<file path="src/sv/grid_max_path_sum_defines.svh">
// ---------------------------------------------------------------------------
// grid_max_path_sum_defines
// Assertion macros used by the grid_max_path_sum RTL.
// ---------------------------------------------------------------------------
`ifndef GRID_MAX_PATH_SUM_DEFINES_SVH
`define GRID_MAX_PATH_SUM_DEFINES_SVH

// Same-cycle implication, sampled on clk and disabled during reset.
`define GMPS_ASSERT_IMP(lbl, ante, cons) \
	lbl: assert property (@(posedge clk) disable iff (!arst_n) (ante) |-> (cons)) \
		else $error("grid_max_path_sum: assertion failed");

// Next-cycle implication, sampled on clk and disabled during reset.
`define GMPS_ASSERT_NXT(lbl, ante, cons) \
	lbl: assert property (@(posedge clk) disable iff (!arst_n) (ante) |=> (cons)) \
		else $error("grid_max_path_sum: assertion failed");

`endif

</file>
<file path="src/sv/gmps_pkg.sv">
`timescale 1ns / 1ps
`default_nettype none
// ---------------------------------------------------------------------------
// gmps_pkg
// Types and constants of the grid maximum path sum block.
// ---------------------------------------------------------------------------
package gmps_pkg;

	localparam int MAX_ROWS = 64;
	localparam int MAX_COLS = 64;
	localparam int ROW_W    = $clog2(MAX_ROWS);
	localparam int COL_W    = $clog2(MAX_COLS);
	localparam int SIZE_W   = 7;
	localparam int CELL_W   = 16;
	localparam int SUM_W    = 22;
	localparam int ADDR_W   = ROW_W + 1;
	localparam int IDX_W    = 2;

	typedef logic [CELL_W-1:0] cell_t;
	typedef logic [SUM_W-1:0]  sum_t;
	typedef logic [SIZE_W-1:0] size_t;

	localparam sum_t SUM_MAX = {SUM_W{1'b1}};

	// Configuration register indexes.
	localparam logic [IDX_W-1:0] REG_ROWS = 2'd0;
	localparam logic [IDX_W-1:0] REG_COLS = 2'd1;

	// Which predecessors of a cell take part in its sum.
	typedef struct packed {
		logic first_col;
		logic has_up;
		logic has_down;
	} pred_ctl_t;

endpackage
`default_nettype wire

</file>
<file path="src/sv/gmps_sum_unit.sv">
`timescale 1ns / 1ps
`default_nettype none
// ---------------------------------------------------------------------------
// gmps_sum_unit
// Best predecessor sum plus cell, saturating; first column: the cell alone.
// ---------------------------------------------------------------------------
module gmps_sum_unit (
	input  var gmps_pkg::pred_ctl_t ctl,
	input  var gmps_pkg::cell_t     cell_val,
	input  var gmps_pkg::sum_t      p_up,
	input  var gmps_pkg::sum_t      p_mid,
	input  var gmps_pkg::sum_t      p_down,
	output gmps_pkg::sum_t          sum
);

	gmps_pkg::sum_t              best;
	logic [gmps_pkg::SUM_W:0]    wide;

	always_comb begin
		best = p_mid;
		if (ctl.has_up && (p_up > best)) begin
			best = p_up;
		end
		if (ctl.has_down && (p_down > best)) begin
			best = p_down;
		end
		wide = {1'b0, best} + {{(gmps_pkg::SUM_W + 1 - gmps_pkg::CELL_W){1'b0}}, cell_val};
		if (ctl.first_col) begin
			sum = {{(gmps_pkg::SUM_W - gmps_pkg::CELL_W){1'b0}}, cell_val};
		end else if (wide[gmps_pkg::SUM_W]) begin
			sum = gmps_pkg::SUM_MAX;
		end else begin
			sum = wide[gmps_pkg::SUM_W-1:0];
		end
	end

endmodule
`default_nettype wire

</file>
<file path="src/sv/grid_max_path_sum.sv">
`timescale 1ns / 1ps
`default_nettype none
// Throughput: one cell per cycle unless the input stalls; the single sum stage and the column
// memory (one write port, two read ports) each take one access per cell.
// Result: the last cell of a grid passes the sum stage register, then best_total is registered.
// Input stalls only while a finished total waits and the next grid's last cell is ready.
// Reset: grid size 4 x 4, counters and running best cleared; memory is not cleared.
// ---------------------------------------------------------------------------
// grid_max_path_sum
// Column-major streaming dynamic program for the maximum grid path sum.
// ---------------------------------------------------------------------------
`include "grid_max_path_sum_defines.svh"

module grid_max_path_sum (
	input  wire         clk,
	input  wire         arst_n,
	input  wire         s_axis_tvalid,
	output logic        s_axis_tready,
	input  wire  [15:0] s_axis_tdata,   // [15:0] cell_value
	output logic        m_axis_tvalid,
	input  wire         m_axis_tready,
	output logic [23:0] m_axis_tdata,   // [21:0] best_total, [23:22] zero
	input  wire         cfg_we,
	input  wire  [1:0]  cfg_index,
	input  wire  [6:0]  cfg_data
);

	localparam int ROW_W  = gmps_pkg::ROW_W;
	localparam int COL_W  = gmps_pkg::COL_W;
	localparam int SIZE_W = gmps_pkg::SIZE_W;
	localparam int ADDR_W = gmps_pkg::ADDR_W;

	// Two banks of per-row sums: {bank, row}.
	gmps_pkg::sum_t mem [0:(2*gmps_pkg::MAX_ROWS)-1];

	gmps_pkg::size_t  n_rows_q, n_cols_q, cfg_clamped, cfg_limit;
	logic [ROW_W-1:0] row_q;
	logic [COL_W-1:0] col_q;
	logic             bank_q;
	gmps_pkg::sum_t   best_q;

	logic in_fire, fire_s1, last_row_in, last_col_in, row0_in;
	logic [ADDR_W-1:0] addr_a, addr_b, wr_addr;

	logic                v_s1;
	gmps_pkg::cell_t     cell_s1;
	logic [ROW_W-1:0]    row_s1;
	logic                bank_s1, row0_s1, last_col_s1, final_s1;
	gmps_pkg::pred_ctl_t ctl_s1;
	gmps_pkg::sum_t      rd_a_s1, rd_b_s1, fwd_data_s1;
	logic                fwd_a_s1, fwd_b_s1;

	gmps_pkg::sum_t eff_a, eff_b, p_up, p_mid, p_down, sum_s1, new_best;
	gmps_pkg::sum_t win_up_q, win_mid_q;

	logic              out_valid_q;
	gmps_pkg::sum_t    out_data_q;

	// Size registers are stored already clamped to 1..MAX.
	always_comb begin
		cfg_limit = (cfg_index == gmps_pkg::REG_COLS) ? SIZE_W'(gmps_pkg::MAX_COLS)
			: SIZE_W'(gmps_pkg::MAX_ROWS);
		if (cfg_data == '0) begin
			cfg_clamped = SIZE_W'(1);
		end else if (cfg_data > cfg_limit) begin
			cfg_clamped = cfg_limit;
		end else begin
			cfg_clamped = cfg_data;
		end
	end

	assign fire_s1       = v_s1 && !(final_s1 && out_valid_q && !m_axis_tready);
	assign s_axis_tready = !v_s1 || fire_s1;
	assign in_fire       = s_axis_tvalid && s_axis_tready;

	assign last_row_in = ({1'b0, row_q} == (n_rows_q - SIZE_W'(1)));
	assign last_col_in = ({1'b0, col_q} == (n_cols_q - SIZE_W'(1)));
	assign row0_in     = (row_q == '0);

	// Row 0 reads rows 0 and 1 of the previous column; later rows read one row ahead.
	assign addr_a  = {~bank_q, row0_in ? {ROW_W{1'b0}} : (row_q + ROW_W'(1))};
	assign addr_b  = {~bank_q, ROW_W'(1)};
	assign wr_addr = {bank_s1, row_s1};

	always_ff @(posedge clk or negedge arst_n) begin
		if (!arst_n) begin
			n_rows_q <= SIZE_W'(4);
			n_cols_q <= SIZE_W'(4);
		end else if (cfg_we) begin
			case (cfg_index)
				gmps_pkg::REG_ROWS: n_rows_q <= cfg_clamped;
				gmps_pkg::REG_COLS: n_cols_q <= cfg_clamped;
				default: ;
			endcase
		end
	end

	// Position of the next cell to be accepted.
	always_ff @(posedge clk or negedge arst_n) begin
		if (!arst_n) begin
			row_q  <= '0;
			col_q  <= '0;
			bank_q <= 1'b0;
		end else if (cfg_we && (cfg_index inside {gmps_pkg::REG_ROWS, gmps_pkg::REG_COLS})) begin
			row_q  <= '0;
			col_q  <= '0;
			bank_q <= 1'b0;
		end else if (in_fire) begin
			if (last_row_in) begin
				row_q <= '0;
				if (last_col_in) begin
					col_q  <= '0;
					bank_q <= 1'b0;
				end else begin
					col_q  <= col_q + COL_W'(1);
					bank_q <= ~bank_q;
				end
			end else begin
				row_q <= row_q + ROW_W'(1);
			end
		end
	end

	always_ff @(posedge clk or negedge arst_n) begin
		if (!arst_n) begin
			v_s1 <= 1'b0;
		end else if (in_fire) begin
			v_s1 <= 1'b1;
		end else if (fire_s1) begin
			v_s1 <= 1'b0;
		end
	end

	always_ff @(posedge clk) begin
		if (in_fire) begin
			cell_s1            <= s_axis_tdata;
			row_s1             <= row_q;
			bank_s1            <= bank_q;
			row0_s1            <= row0_in;
			last_col_s1        <= last_col_in;
			final_s1           <= last_col_in && last_row_in;
			ctl_s1.first_col   <= (col_q == '0);
			ctl_s1.has_up      <= !row0_in;
			ctl_s1.has_down    <= !last_row_in;
		end
	end

	// Column memory; a write in the same edge as a read is forwarded.
	always_ff @(posedge clk) begin
		if (fire_s1) begin
			mem[wr_addr] <= sum_s1;
		end
		if (in_fire) begin
			rd_a_s1     <= mem[addr_a];
			rd_b_s1     <= mem[addr_b];
			fwd_a_s1    <= fire_s1 && (wr_addr == addr_a);
			fwd_b_s1    <= fire_s1 && (wr_addr == addr_b);
			fwd_data_s1 <= sum_s1;
		end
	end

	assign eff_a  = fwd_a_s1 ? fwd_data_s1 : rd_a_s1;
	assign eff_b  = fwd_b_s1 ? fwd_data_s1 : rd_b_s1;
	assign p_up   = win_up_q;
	assign p_mid  = row0_s1 ? eff_a : win_mid_q;
	assign p_down = row0_s1 ? eff_b : eff_a;

	gmps_sum_unit u_sum (
		.ctl      (ctl_s1),
		.cell_val (cell_s1),
		.p_up     (p_up),
		.p_mid    (p_mid),
		.p_down   (p_down),
		.sum      (sum_s1)
	);

	// The previous column slides down by one row per cell.
	always_ff @(posedge clk) begin
		if (fire_s1) begin
			win_up_q  <= p_mid;
			win_mid_q <= p_down;
		end
	end

	assign new_best = (row0_s1 || (sum_s1 > best_q)) ? sum_s1 : best_q;

	always_ff @(posedge clk or negedge arst_n) begin
		if (!arst_n) begin
			best_q <= '0;
		end else if (cfg_we && (cfg_index inside {gmps_pkg::REG_ROWS, gmps_pkg::REG_COLS})) begin
			best_q <= '0;
		end else if (fire_s1 && last_col_s1) begin
			best_q <= final_s1 ? '0 : new_best;
		end
	end

	always_ff @(posedge clk or negedge arst_n) begin
		if (!arst_n) begin
			out_valid_q <= 1'b0;
		end else if (fire_s1 && final_s1) begin
			out_valid_q <= 1'b1;
		end else if (m_axis_tready) begin
			out_valid_q <= 1'b0;
		end
	end

	always_ff @(posedge clk) begin
		if (fire_s1 && final_s1) begin
			out_data_q <= new_best;
		end
	end

	assign m_axis_tvalid = out_valid_q;
	assign m_axis_tdata  = {2'b00, out_data_q};

	`GMPS_ASSERT_IMP(a_stall_only_on_result, !s_axis_tready,
		v_s1 && final_s1 && out_valid_q && !m_axis_tready)
	`GMPS_ASSERT_IMP(a_row_in_range, 1'b1, {1'b0, row_q} < n_rows_q)
	`GMPS_ASSERT_IMP(a_no_result_overrun, fire_s1 && final_s1,
		!out_valid_q || m_axis_tready)
	`GMPS_ASSERT_NXT(a_final_gives_result, fire_s1 && final_s1, m_axis_tvalid)

endmodule
`default_nettype wire

</file>
<file path="config.mk">
export PLATFORM = sky130hd
export DESIGN_NAME = grid_max_path_sum
export DESIGN_NICKNAME = d
export VERILOG_FILES = /design/src/sv/gmps_pkg.sv /design/src/sv/gmps_sum_unit.sv /design/src/sv/grid_max_path_sum.sv
export VERILOG_INCLUDE_DIRS = /design/src /design/src/sv
export SDC_FILE = /design/constraint.sdc
export NUM_CORES = 2
export LEC_CHECK = 0
export BUFFER_PORTS_ARGS = -buffer_cell sky130_fd_sc_hd__buf_2
export CELL_PAD_IN_SITES_DETAIL_PLACEMENT = 1
export CELL_PAD_IN_SITES_GLOBAL_PLACEMENT = 1
export CORE_MARGIN = 5
export CORE_UTILIZATION = 55
export DETAILED_ROUTE_END_ITERATION = 7
export PLACE_DENSITY_LB_ADDON = 0.1
export SLEW_MARGIN = 10
export SYNTH_ARGS = -nofsm -noshare
export SYNTH_HDL_FRONTEND = slang
export SYNTH_SLANG_ARGS = --single-unit
</file>
<file path="constraint.sdc">
create_clock -name clk -period 20.6 [get_ports clk]
set_input_delay 2.06 -clock clk [delete_from_list [all_inputs] [get_ports clk]]
set_output_delay 2.06 -clock clk [all_outputs]
set_load 0.01 [all_outputs]
</file>
Word-level counts from Yosys, hierarchy flattened
Memory sizes are Yosys's and may differ from the RTL's. A register that Yosys moved wholly into a read port is not among the register bits.
Cells that the tools add are included.
{"block": "totals", "mem_count": 1, "wordCells": 103, "regBits": 170, "output_inout_bits": 26, "mem_bits_rw": 2816}
{"memory": "mem", "words": 128, "width": 22, "read_ports": 2, "rd_clocked_by_memory_dff": 2, "write_ports": 1, "line": "grid_max_path_sum.sv:34", "text": "gmps_pkg::sum_t mem [0:(2*gmps_pkg::MAX_ROWS)-1];"}
{"block": "op_classes", "n_lt_le_gt_ge": 4, "addsub": 5, "bitwise_logic": 1, "mux": 32, "n_reduce_logical": 32, "n_eq_ne": 5}
{"cell": "$mux W22", "n": 12}
{"cell": "$gt A22 B22 Y1", "n": 3}
{"cell": "$mux W6", "n": 8}
{"cell": "$add A22 B16 Y23", "n": 1}
{"cell": "$eq A6 B7 Y1", "n": 2}
{"cell": "$eq A7 B7 Y1", "n": 2}
{"cell": "$mux W7", "n": 2}
{"cell": "$sub A7 B1 Y7 const B", "n": 2}
{"cell": "$add A6 B1 Y6 const B", "n": 2}
{"cell": "$logic_and A1 B1 Y1", "n": 12}
{"cell": "$logic_not A6 Y1", "n": 2}
{"cell": "$reduce_bool A2 Y1", "n": 6}
{"cell": "$mux W1", "n": 10}
{"cell": "$gt A7 B7 Y1 const B", "n": 1}
{"cell": "$logic_not A7 Y1", "n": 1}
{"cell": "$reduce_and A2 Y1", "n": 3}
{"cell": "$logic_not A1 Y1", "n": 5}
{"cell": "$eq A2 B1 Y1 const B", "n": 1}
{"cell": "$logic_not A2 Y1", "n": 1}
{"cell": "$logic_or A1 B1 Y1", "n": 2}
{"cell": "$not A1 Y1", "n": 1}

Depth between registers and ports, before layout
{"block": "depth", "depth_word": 17, "depth_mapped": 48, "mapped_depth_nobuf": 38}

By module
Synthesis repeated with hierarchy kept, for this count alone.
{"block": "hier_totals", "hier_cells": 8532, "hier_area_um2": 124667.1}
{"mod": "grid_max_path_sum", "area_each_um2": 121903.2, "seq_area_each_um2": 90734.5, "instances": 1, "cells_each": 8161}
{"mod": "gmps_sum_unit", "area_each_um2": 2763.9, "seq_area_each_um2": 0.0, "instances": 1, "cells_each": 371}

Worst setup path before layout
No wires, ideal clock.
{"block": "synth_path", "path_kind": "register -> register", "start": "reg fwd_a_s1", "end": "reg best_q[0]", "setup_slack_ns": 4.283, "path_stages_with_launch": 46, "path_buffers": 10, "arrival_ns": 16.233, "path_cell_list": "edfxtp_1 clkbuf_1 clkbuf_1 buf_1 mux2i_1 a21oi_1 inv_1 ha_1 nand4_1 or4_1 a31o_1 a31oi_4 buf_6 clkbuf_1 nor2_1 a21oi_1 ha_1 a21o_1 [10 not listed] nor2_1 and3_1 a32o_1 o21ai_0 a211o_1 nor4_4 buf_6 a21boi_0 o21ai_0 ha_1 nand4_1 nor4_1 a22oi_1 nand2_1 clkbuf_1 nor4_1 a22oi_1 a31oi_1"}
{"block": "synth_between", "elab_chain_cells": 17}
{"element": "start, declared", "line": "grid_max_path_sum.sv:51", "text": "logic fwd_a_s1, fwd_b_s1;"}
{"element": "start signal, assigned", "line": "grid_max_path_sum.sv:156", "text": "fwd_a_s1 <= fire_s1 && (wr_addr == addr_a);"}
{"element": "$mux W22 (*)", "line": "grid_max_path_sum.sv:162", "text": "assign eff_a = fwd_a_s1 ? fwd_data_s1 : rd_a_s1;"}
{"element": "$mux W22 (*)", "line": "grid_max_path_sum.sv:165", "text": "assign p_mid = row0_s1 ? eff_a : win_mid_q;"}
{"element": "via p_mid[15]", "line": "grid_max_path_sum.sv:53", "text": "gmps_pkg::sum_t eff_a, eff_b, p_up, p_mid, p_down, sum_s1, new_best;"}
{"element": "$gt A22 B22 Y1", "line": "gmps_sum_unit.sv:21", "text": "if (ctl.has_up && (p_up > best)) begin"}
{"element": "$logic_and A1 B1 Y1", "line": "gmps_sum_unit.sv:21"}
{"element": "$mux W22 (*)", "line": "gmps_sum_unit.sv:21"}
{"element": "$gt A22 B22 Y1", "line": "gmps_sum_unit.sv:24", "text": "if (ctl.has_down && (p_down > best)) begin"}
{"element": "$logic_and A1 B1 Y1", "line": "gmps_sum_unit.sv:24"}
{"element": "[3 not listed]"}
{"element": "$mux W22 (*)", "line": "gmps_sum_unit.sv:28", "text": "if (ctl.first_col) begin"}
{"element": "via sum_s1[7]", "line": "grid_max_path_sum.sv:53"}
{"element": "$gt A22 B22 Y1 (*)", "line": "grid_max_path_sum.sv:185", "text": "assign new_best = (row0_s1 || (sum_s1 > best_q)) ? sum_s1 : best_q;"}
{"element": "$logic_or A1 B1 Y1 (*)", "line": "grid_max_path_sum.sv:185"}
{"element": "$mux W22 (*)", "line": "grid_max_path_sum.sv:185"}
{"element": "$mux W22 (*)", "line": "grid_max_path_sum.sv:193", "text": "best_q <= final_s1 ? '0 : new_best;"}
{"element": "$mux W22 (*)", "line": "grid_max_path_sum.sv:192", "text": "end else if (fire_s1 && last_col_s1) begin"}
{"element": "$mux W22 (*)", "line": "grid_max_path_sum.sv:190", "text": "end else if (cfg_we && (cfg_index inside {gmps_pkg::REG_ROWS, gmps_pkg::REG_COLS})) begin"}
{"element": "end signal, assigned", "line": "grid_max_path_sum.sv:193"}
{"element": "end, declared", "line": "grid_max_path_sum.sv:40", "text": "gmps_pkg::sum_t best_q;"}
The timed path passes the listed nets; every way through them passes the cells marked *. The select of a mux whose other input is x is not followed.
A chain may end at the register's enable or synchronous reset.

Final worst setup path
{"block": "layout_path", "start": "reg row0_s1", "end": "reg best_q[7]"}
{"block": "layout_between", "elab_chain_cells": 16}
{"element": "start, declared", "line": "grid_max_path_sum.sv:48", "text": "logic bank_s1, row0_s1, last_col_s1, final_s1;"}
{"element": "start signal, assigned", "line": "grid_max_path_sum.sv:139", "text": "row0_s1 <= row0_in;"}
{"element": "$mux W22 (*)", "line": "grid_max_path_sum.sv:165"}
{"element": "via p_mid[21]", "line": "grid_max_path_sum.sv:53"}
{"element": "$gt A22 B22 Y1", "line": "gmps_sum_unit.sv:21"}
{"element": "$logic_and A1 B1 Y1", "line": "gmps_sum_unit.sv:21"}
{"element": "$mux W22 (*)", "line": "gmps_sum_unit.sv:21"}
{"element": "$gt A22 B22 Y1", "line": "gmps_sum_unit.sv:24"}
{"element": "$logic_and A1 B1 Y1", "line": "gmps_sum_unit.sv:24"}
{"element": "$mux W22 (*)", "line": "gmps_sum_unit.sv:24"}
{"element": "[2 not listed]"}
{"element": "$mux W22 (*)", "line": "gmps_sum_unit.sv:28"}
{"element": "via sum_s1[13]", "line": "grid_max_path_sum.sv:53"}
{"element": "$gt A22 B22 Y1 (*)", "line": "grid_max_path_sum.sv:185"}
{"element": "$logic_or A1 B1 Y1 (*)", "line": "grid_max_path_sum.sv:185"}
{"element": "$mux W22 (*)", "line": "grid_max_path_sum.sv:185"}
{"element": "$mux W22 (*)", "line": "grid_max_path_sum.sv:193"}
{"element": "$mux W22 (*)", "line": "grid_max_path_sum.sv:192"}
{"element": "$mux W22 (*)", "line": "grid_max_path_sum.sv:190"}
Marks and branches as above.

==> metrics.txt <==
WP data required=21.43 ns; Worst Tran Pin Value=1.32 ns; outcome=complete, no violations; Slew HR=11.4%; drt via density=6.61; syn_area_per_cell=16.6 µm²; vias in the first global route=74,689; via count=71,813; Post-CTS Setup Bufs=0; CTS buffer count=324; P_sw=8.49 mW; utilization after layout=61.7%; DRC=0; Synth top area share=71.7%; switching share of total power=36.2%; Yosys top cell by area=edfxtp_1; initial antenna violation count=26; Netlist cell types=72; placer's final routability congestion estimate=0.868; die extent in x=486 µm; DIE HEIGHT=486 µm; Nets=7,759; worst skew pair latency=0.93 ns; VDD IR max=398 µV; Starting Density=55.4%; area grow syn2layout=11.4%; antenna-violating nets left=0; clock slew at reported path FFs=0.07 ns; Static Leak=44.9 nW; first-pass GRT wire length=534 mm; H-tree levels=5; Worst Setup Path Type=reg2reg; endpoints failing hold=0; Post-CTS Hold Buffers=0; post-CTS sizing=0; warnings from Yosys=0; Final Setup Violations=0; core box area=225,000 µm²; Top FF cell, synth=edfxtp_1; Iteration-0 DRC Markers=8,498; Critical Path Sink Type=flop; Pins Over Slew Limit=0; Post-synth EDFFs=2,979; CTS tree=yes; Async SR Flop Fraction=1.68%; DR WL/cell=34.0 µm; pin count of the biggest net entering global routing=147; Clock Tree Buf Depth=4; clock skew=0.0530 ns; Mapped Area=125,000 µm²; Yosys reg bits=3,030; internal power=14.9 mW; CP max FO=70; dpl hpwl=210 mm; Post-Synthesis Cells=7,494; Reg2Reg Depth=41; Final period util=72.1%; Top Ports=56; synth top area cells=edfxtp_1 (72%), mux4_2 (9.5%), nand2_1 (2.4%); clock root buffer=clkbuf_16; clock share of power=23.1%; Routed WL=369 mm; min-delay worst type=reg2reg; Hold Crit Depth=2; grt ovf=0; register area share after synthesis=72.8%; pwr dens=169 nW/µm²; combinational power share=34.1%; startpoint types=flop; Total GRT Usage=31.2%; Clock Sinks=3,030; fin crit period=14.85 ns; drt pass-1 iters=5; Sequential Power Share=42.8%; Worst Path Arrival=15.68 ns; Rows=174; die footprint=236,000 µm²; setup tns final=0 ns; RSZ-0062 raised after global routing=no; FMAX=67.3 MHz; Slowest-stage cell, CP=or4_1; share of cells above drive strength 1=18.5%; I/O Buffers=53; max cap viols=0; Crit path largest cell delay=0.99 ns
## cell usage after synthesis, types with 31 or more instances
| cell type | number |
|---|---|
| and2_1 | 263 |
| a21oi_1 | 99 |
| ha_1 | 88 |
| dfrtp_1 | 49 |
| mux4_2 | 528 |
| buf_2 | 60 |
| nand3_1 | 31 |
| mux2i_1 | 73 |
| a211oi_1 | 364 |
| a31oi_1 | 357 |
| edfxtp_1 | 2979 |
| and2_0 | 98 |
| clkbuf_1 | 360 |
| mux2_2 | 37 |
| inv_1 | 74 |
| nand2_1 | 789 |
| nor2_1 | 417 |
| o21ai_0 | 46 |
| nand2b_1 | 373 |
| nor3_1 | 103 |
## final timing paths
| kind | endpoint | slack (ns) | start |
|---|---|---|---|
| setup / recovery | best_q[7]$_DFFE_PN0P_ | 5.75 | row0_s1$_DFFE_PP_ |
| hold / removal | best_q[17]$_DFFE_PN0P_ | 0.49 | best_q[17]$_DFFE_PN0P_ |
| setup reg to reg | best_q[7]$_DFFE_PN0P_ | 5.75 | row0_s1$_DFFE_PP_ |
| hold reg to reg | best_q[17]$_DFFE_PN0P_ | 0.49 | best_q[17]$_DFFE_PN0P_ |
| max in group asynchronous | n_rows_q[0]$_DFFE_PN0P_ | 18.79 | arst_n |
| min in group asynchronous | col_q[4]$_DFFE_PN0P_ | 1.32 | arst_n |
## cell type report
type                       instances  area [µm²]
antenna                           12        30.0
clock buffer                     398        8480
clock inverter                   148        1080
fill                           19499       86200
inverter                          74         288
multi-input combinational       3908       32200
sequential                      3030       90700
tap                             2992        3740
timing repair buffer             302        2310
## stage by stage
step,cells,area [µm²],hold WS (ns),setup slack (ns),power (mW)
2_1_floorplan,7495,125000,0.420,4.28,14.9
3_3_place_gp,10306,129000,0.463,6.13,17.7
3_5_place_dp,10306,129000,0.474,5.85,18.1
4_1_cts,10852,139000,0.490,5.75,23.5
5_1_grt,10854,139000,0.524,4.86,24.3
6_report,10864,139000,0.494,5.75,23.4
## layer usage
layer | GRT usage (%) | up-vias | part of all wire [%]
met4 | 10.6 | 12 | 3.8
met5 | 0 | - | 0.023
met3 | 5.37 | 714 | 8.7
li1 | - | 29456 | -
met2 | 50.6 | 3502 | 48
met1 | 43.5 | 38129 | 39
## cell families after synthesis
logic type	Yosys count	share of synthesized area (%)
adder cells (fa/ha/maj)	89	0.899
flip-flops	3030	72.8
AO/OA/AOI/OAI	972	5.27
multiplexers	640	10.5
AND/OR/NAND/NOR	2162	8.35
XOR/XNOR	43	0.313
other	1	0.00301
buffers and inverters	557	1.91
## power groups by stage
stage | logic [mW] | registers, mW | clock network, mW
floorplan | 4.35 | 10.5 | 0
global placement | 7.61 | 10.1 | 0
detailed placement | 7.95 | 10.1 | 0
CTS | 7.98 | 10.0 | 5.49
global route | 8.50 | 10.0 | 5.78
finish | 8.00 | 10.0 | 5.41
## worst max-delay path: cells and delay by family (launching register included)
family | cells | cell delay (ns)
compound gates | 18 | 6.37
fa+ha+maj | 5 | 1.71
buf+inv | 5 | 1.64
flops | 1 | 0.32
mux | 1 | 0.37
simple gates | 12 | 4.29
## cells in the final DEF, fill, tap and decap left out, types with 24 or more instances in the layout
cell,synthesis,layout
or4_1,24,24
nor3_1,103,101
and2_0,98,98
clkbuf_1,360,69
inv_1,74,71
a31oi_1,357,357
edfxtp_1,2979,2979
mux2i_1,73,73
clkinv_1,0,72
nor2_1,417,281
ha_1,88,88
and2_1,263,259
a211oi_1,364,364
dfrtp_1,49,49
a21oi_1,99,97
buf_2,60,53
mux2_2,37,37
nand2_1,789,785
nor2_2,0,117
mux4_2,528,528
clkbuf_16,0,328
nand3_1,31,27
clkinv_2,0,46
buf_4,9,235
o21ai_0,46,44
nand2b_1,373,373
## sequential cells by signal, indices dropped and copies added (netlist names), 3 cells and up
| register | cells |
|---|---|
| win_mid_q | 22 |
| n_cols_q | 7 |
| best_q | 22 |
| cell_s1 | 16 |
| ctl_s1 | 3 |
| p_up | 22 |
| rd_b_s1 | 22 |
| row_q | 6 |
| rd_a_s1 | 22 |
| mem | 2816 |
| n_rows_q | 7 |
| row_s1 | 6 |
| fwd_data_s1 | 22 |
| col_q | 6 |
| out_data_q | 22 |
Power figures use the tool's default switching activity.
